==> config.mk <==
export PLATFORM = sky130hd
export DESIGN_NAME = kmnc_dist_unit
export DESIGN_NICKNAME = d
export VERILOG_FILES = /design/src/rtl/kmnc_pkg.sv /design/src/rtl/kmnc_dist_unit.sv
export SDC_FILE = /design/constraint.sdc
export NUM_CORES = 2
export LEC_CHECK = 0
export BUFFER_PORTS_ARGS = -buffer_cell sky130_fd_sc_hd__buf_2
export CAP_MARGIN = 30
export CORE_MARGIN = 2
export CORE_UTILIZATION = 55
export CTS_BUF_LIST = sky130_fd_sc_hd__clkbuf_4
export CTS_CLUSTER_SIZE = 14
export DETAILED_ROUTE_END_ITERATION = 10
export GPL_ROUTABILITY_DRIVEN = 1
export PLACE_DENSITY = 0.7
export SLEW_MARGIN = 40
export SYNTH_ARGS = -nofsm -noshare
export SYNTH_HDL_FRONTEND = slang
export SYNTH_SLANG_ARGS = --single-unit
export TNS_END_PERCENT = 20
==> constraint.sdc <==
create_clock -name clk -period 8.4 [get_ports clk]
set_input_delay 1.26 -clock clk [delete_from_list [all_inputs] [get_ports clk]]
set_output_delay 1.26 -clock clk [all_outputs]
set_load 0.03 [all_outputs]
==> src/rtl/kmnc_pkg.sv <==
// Shared types and constants for the k-means nearest-centroid unit.
// Holds the sequencer state type, the transaction mode codes and the default sizes.
// No dependencies.
`timescale 1ns / 1ps

package kmnc_pkg;

  // Default sizes for the top-level parameters.
  localparam int MAX_CENTROIDS_DEF = 1024;
  localparam int COORD_WIDTH_DEF   = 24;
  localparam int COUNT_WIDTH_DEF   = 20;

  // Field widths that the port list fixes.
  localparam int MODE_W    = 2;
  localparam int ENTRY_W   = 10;
  localparam int NUMC_W    = 11;
  localparam int CLUSTER_W = 10;

  localparam logic [MODE_W-1:0] MODE_LOAD     = 2'd0;
  localparam logic [MODE_W-1:0] MODE_CLEAR    = 2'd1;
  localparam logic [MODE_W-1:0] MODE_CLASSIFY = 2'd2;

  typedef enum logic [2:0] {
    ST_CLEAR,
    ST_IDLE,
    ST_SCAN,
    ST_DRAIN,
    ST_CNT_RD,
    ST_CNT_WR
  } st_t;

  // Status of the distance pipeline as seen by the sequencer.
  typedef struct packed {
    logic vld;   // a finished distance is on the output this cycle
    logic busy;  // any stage, output included, holds a valid entry
  } dist_stat_t;

endpackage

==> src/rtl/kmnc_dist_unit.sv <==
// Pipelined squared-distance unit: one point against one centroid per cycle.
// Three stages: absolute differences, squares, sum of squares.
// Depends on kmnc_pkg.
`timescale 1ns / 1ps

module kmnc_dist_unit #(
  parameter int COORD_WIDTH = kmnc_pkg::COORD_WIDTH_DEF
) (
  input  logic                            clk,
  input  logic                            rst_n,
  input  logic                            in_vld,
  input  logic signed [COORD_WIDTH-1:0]   pt_x,
  input  logic signed [COORD_WIDTH-1:0]   pt_y,
  input  logic signed [COORD_WIDTH-1:0]   pt_z,
  input  logic        [3*COORD_WIDTH-1:0] cent,
  output logic        [2*COORD_WIDTH+1:0] sq_dist,
  output kmnc_pkg::dist_stat_t            stat
);

  localparam int CW = COORD_WIDTH;
  localparam int DW = 2 * COORD_WIDTH + 2;

  logic signed [CW-1:0] cx, cy, cz;
  logic signed [CW:0]   dx, dy, dz;
  logic signed [CW:0]   ax, ay, az;

  logic          s1_vld_r, s2_vld_r, s3_vld_r;
  logic [CW-1:0] abs_x_r, abs_y_r, abs_z_r;
  logic [2*CW-1:0] sq_x_r, sq_y_r, sq_z_r;
  logic [DW-1:0] dist_r;

  assign cx = signed'(cent[3*CW-1:2*CW]);
  assign cy = signed'(cent[2*CW-1:CW]);
  assign cz = signed'(cent[CW-1:0]);

  // One extra bit keeps the difference exact; its magnitude fits in CW bits.
  assign dx = {pt_x[CW-1], pt_x} - {cx[CW-1], cx};
  assign dy = {pt_y[CW-1], pt_y} - {cy[CW-1], cy};
  assign dz = {pt_z[CW-1], pt_z} - {cz[CW-1], cz};
  assign ax = dx[CW] ? -dx : dx;
  assign ay = dy[CW] ? -dy : dy;
  assign az = dz[CW] ? -dz : dz;

  always_ff @(posedge clk) begin
    if (!rst_n) begin
      s1_vld_r <= 1'b0;
      s2_vld_r <= 1'b0;
      s3_vld_r <= 1'b0;
    end else begin
      s1_vld_r <= in_vld;
      s2_vld_r <= s1_vld_r;
      s3_vld_r <= s2_vld_r;
    end
  end

  always_ff @(posedge clk) begin
    abs_x_r <= ax[CW-1:0];
    abs_y_r <= ay[CW-1:0];
    abs_z_r <= az[CW-1:0];
    sq_x_r  <= abs_x_r * abs_x_r;
    sq_y_r  <= abs_y_r * abs_y_r;
    sq_z_r  <= abs_z_r * abs_z_r;
    dist_r  <= DW'(sq_x_r) + DW'(sq_y_r) + DW'(sq_z_r);
  end

  assign sq_dist   = dist_r;
  assign stat.vld  = s3_vld_r;
  assign stat.busy = s1_vld_r | s2_vld_r | s3_vld_r;

endmodule

* Word level (Yosys, flattened, before mapping)
Index checks and enable logic that the tools add are counted. W data, S select, Z words.
Operators by class: $add $sub $neg 8, multiply operators 3, mux-type cells 3, bitwise logic cells 2
Operator list (count):
- $mul A24 B24 Y48 | 3
- $sub A24 B24 Y25 | 3
- $mux W24 | 3
- $neg A24 Y24 | 3
- $add A49 B48 Y50 | 1
- $add A48 B48 Y49 | 1
- $or A1 B1 Y1 | 2
Storage, ports and cells: register bits after elaboration 269, input bits 147, logic and storage cells 26

* Longest topological paths before layout
depth in word-level cells 3, gate-level depth with buffers 29, mapped depth without buffers 27

* Worst setup path before layout
Ideal clock, no wire load.
path kind register to register, start register abs_x_r[2], end register sq_x_r[32], library setup time 0.072 ns, arrival 7.072 ns, data required time 8.328 ns, setup slack 1.256 ns, stages on the path, launching flop included 29, period minus slack after synthesis 7.144 ns, cell sequence dfxtp_1 -> clkbuf_1 -> clkbuf_1 -> nand2_1 -> fa_1 -> inv_1 -> fa_1 -> inv_1 -> fa_1 -> inv_1 -> fa_1 -> inv_1 -> fa_1 -> inv_1 -> fa_1 -> inv_1 -> fa_1 -> inv_1 -> ha_1 -> inv_1 -> o21bai_1 -> a21o_1 -> a311o_1 -> a21o_1 -> a21bo_2 -> a21o_1 -> a21o_1 -> a221oi_1 -> xnor2_1
On the way: word-level cells in the longest chain between the ends 1
Ends and longest elaborated chain:
- start, declared | RTL line kmnc_dist_unit.sv:28 | logic [CW-1:0] abs_x_r, abs_y_r, abs_z_r;
- start signal, assigned | RTL line kmnc_dist_unit.sv:57 | abs_x_r <= ax[CW-1:0];
- $mul A24 B24 Y48 | RTL line kmnc_dist_unit.sv:60 | sq_x_r <= abs_x_r * abs_x_r;
- end signal, assigned | RTL line kmnc_dist_unit.sv:60
- end, declared | RTL line kmnc_dist_unit.sv:29 | logic [2*CW-1:0] sq_x_r, sq_y_r, sq_z_r;
No other way between the ends. A chain may end at the register's enable or synchronous reset.

* Worst setup path in the final report
start register abs_x_r[7], end register sq_x_r[44]
The elaborated chain is that of the path after synthesis.

==> run metrics <==
status=complete, no violations; Compound-Gate Fraction of Synth Area=0.0802; die width=342 um; IO Port Bufs=198; RR Endpoint=sq_x_r[44]; Seq/Total Area, Yosys=0.0850; H-tree depth=3; gate count after technology mapping=6858; Initial DRC Count=2312; global-route wire length before repair=242 mm; clock slew at reported path FFs=0.07 ns; Die ar.=117000 um^2; #FFs+latches synth=266; Reg2Reg Depth=26; xor/xnor share of the synthesized area=0.0439; Mapped Area=62600 um^2; unrepaired setup endpoints after global routing=no; Starting Density=0.555; GPL Wtd Cong=0.907; DRT Pass-1 Iters=5; initial antenna violation count=16; GRT Overall Usage=0.259; FP Rows=123; vias in the first global route=48500; Top FF cell, synth=dfxtp_1; Worst EP arrival=8.86 ns; Max Freq=124 MHz; core area=113000 um^2; CTS tree=yes; CTS Hold Buffers Added=0; post-placement cell area=65500 um^2; fin crit share=0.962; Max Buffers Root-to-Sink=3; critical path type=reg -> reg; Final Hold Fails=0; Netlist cell types=89; clock sink total=266; reg2reg start=abs_x_r[7]; num ports=199; adder-cell area share of the yosys netlist=0.550; CTS buffer count=75; total number of yosys warnings=0; DRC viols=0; register area=5330 um^2; clock skew=0.0757 ns; CP Capture Type=register; worst slew pin tran=0.861 ns; setup_tns=0 ns; DR WL/cell=16.8 um; root buf cell=clkbuf_4; fin nets=9163; post-route cell area=66600 um^2; total grt overflow=0; Worst-Skew Late Latency=0.89 ns; P&R area growth vs syn=6.29%; DRT Wirelength=145 mm; Max Transition Viols Final=0; asr flop ratio synth=0; largest net degree at the start of global routing=26; final setup vio count=0; Worst EP required=9.19 ns; commonest non-fill, non-tap cell in the layout=inv_1; Critical Path Source Type=register; fillers=9847; Avg Cell Area, Syn=9.14 um^2; Detail Route Antenna Nets=0; HPWL after DPL=125 mm; class of the worst hold path=reg -> reg; vias per std cell=5.23; Tmin final=8.08 ns; Post-CTS Setup Bufs=0; largest family of logic cells by synthesized area=adder cells; crit path to=sq_x_r[44]; simple-gate share of the synthesized area=0.113; area of the multi-input gates=49500 um^2; layout cells sized above 1=0.0647; critical-path maximum fanout=14; r2r setup slk=0.32 ns; EDFF count, synth=0; commonest non-fill, non-tap cells in the layout=1912 x inv_1, 1316 x fa_1, 650 x ha_1; multiplexer area fraction after synthesis=0.00218; Max-cap violations=0; Via Count=45000; die extent in y=342 um; Resized Gates After CTS=0; CP startpoint=abs_x_r[7]; relative max-transition margin=0.425
[critical path, stage by stage, from the launching register on]
cell	delay, ns
dfxtp_1	0.88
nand2_1	0.26
fa_1	0.55
inv_1	0.05
fa_1	0.51
inv_1	0.06
fa_1	0.49
inv_1	0.06
fa_1	0.49
inv_1	0.05
fa_1	0.52
inv_1	0.05
fa_1	0.48
inv_1	0.05
fa_1	0.47
inv_1	0.04
ha_1	0.33
inv_1	0.10
o21bai_1	0.09
a21o_1	0.19
a311o_1	0.36
a211oi_1	0.49
o21ai_0	0.26
a31oi_1	0.43
nor2b_1	0.13
a221oi_1	0.39
xnor2_1	0.17
[synthesized netlist by cell type, types with 5 or more instances]
cell / n / area, um^2
or2_2: 17 / 106
a21o_1: 127 / 953
inv_1: 1912 / 7180
nand4_1: 19 / 119
mux2i_1: 8 / 80.1
nand2_1: 584 / 2190
xor2_1: 116 / 1020
o211ai_1: 22 / 165
a31oi_1: 41 / 257
mux2_2: 5 / 56.3
dfxtp_1: 266 / 5330
a2111oi_0: 7 / 61.3
nor3_1: 45 / 225
nand3_1: 51 / 255
clkbuf_1: 169 / 634
nor4_1: 9 / 56.3
ha_1: 650 / 8130
a21boi_0: 10 / 75.1
and3_1: 37 / 231
or3_1: 14 / 87.6
nand2b_1: 31 / 194
nor2_1: 180 / 676
xnor2_1: 198 / 1730
nand3b_1: 6 / 45.0
a211o_1: 9 / 78.8
and4_1: 5 / 43.8
nor2b_1: 52 / 325
a31o_2: 6 / 52.6
and2_1: 359 / 2250
a21oi_1: 236 / 1180
o31ai_1: 14 / 105
o21bai_1: 32 / 240
a211oi_1: 26 / 195
fa_1: 1316 / 26300
o22ai_1: 9 / 56.3
o21ai_0: 118 / 591
a221o_1: 7 / 70.1
o21a_1: 34 / 255
a221oi_1: 10 / 87.6
a311oi_1: 5 / 43.8
[registers in the layout (all words and copies together), names as in the netlist]
signal,cells
s3_vld_r,1
s1_vld_r,1
s2_vld_r,1
sq_z_r,47
abs_z_r,24
sq_y_r,47
sq_dist,50
abs_x_r,24
sq_x_r,47
abs_y_r,24
[worst min path at each step]
| stage | start | endpoint | slack [ns] | depth (start not counted) |
|---|---|---|---|---|
| 2_1_floorplan | abs_x_r[0] | sq_x_r[0] | 0.38 | 0 |
| 3_3_place_gp | s2_vld_r | s3_vld_r | 0.44 | 1 |
| 3_5_place_dp | s1_vld_r | s2_vld_r | 0.45 | 1 |
| 4_1_cts | s2_vld_r | s3_vld_r | 0.46 | 1 |
| 5_1_grt | s2_vld_r | s3_vld_r | 0.48 | 1 |
| 6_report | s2_vld_r | s3_vld_r | 0.45 | 1 |
[layer usage]
metal,part of all wire,routed length (um),GRT usage
met5,0.00037,53,0
met4,0.027,3940,0.0724
met3,0.060,8730,0.0374
met2,0.50,72000,0.447
met1,0.42,60300,0.341
[cells by family (layout without fill, tap and decap cells)]
logic type               Yosys count  after routing
AO/OA/AOI/OAI                    772            772
XOR/XNOR                         314            314
adder cells (fa/ha/maj)         1966           1966
buffers and inverters           2085           2330
flip-flops                       266            266
multiplexers                      13             13
other                              1              5
AND/OR/NAND/NOR                 1441           1441
[cell type report]
cell class,instances,area share
Timing Repair Buffer,286,0.0248
Antenna cell,2,0.0000752
Clock buffer,100,0.0113
Sequential cell,266,0.0801
Multi-Input combinational cell,4509,0.743
Inverter,1912,0.108
Clock inverter,32,0.00432
Tap cell,1500,0.0282
[metrics by stage]
step           worst slack (ns)  utilization  cells  hold slack, ns
2_1_floorplan              1.26            -   6860           0.385
3_3_place_gp              0.623        0.581   8473           0.436
3_5_place_dp              0.450        0.581   8473           0.449
4_1_cts                   0.377        0.590   8605           0.464
5_1_grt                  0.0424        0.590   8607           0.477
6_report                  0.322        0.590   8607           0.452
Power is not shown: default switching activity piles up to over one toggle a cycle in this logic, so the estimate is an artifact.
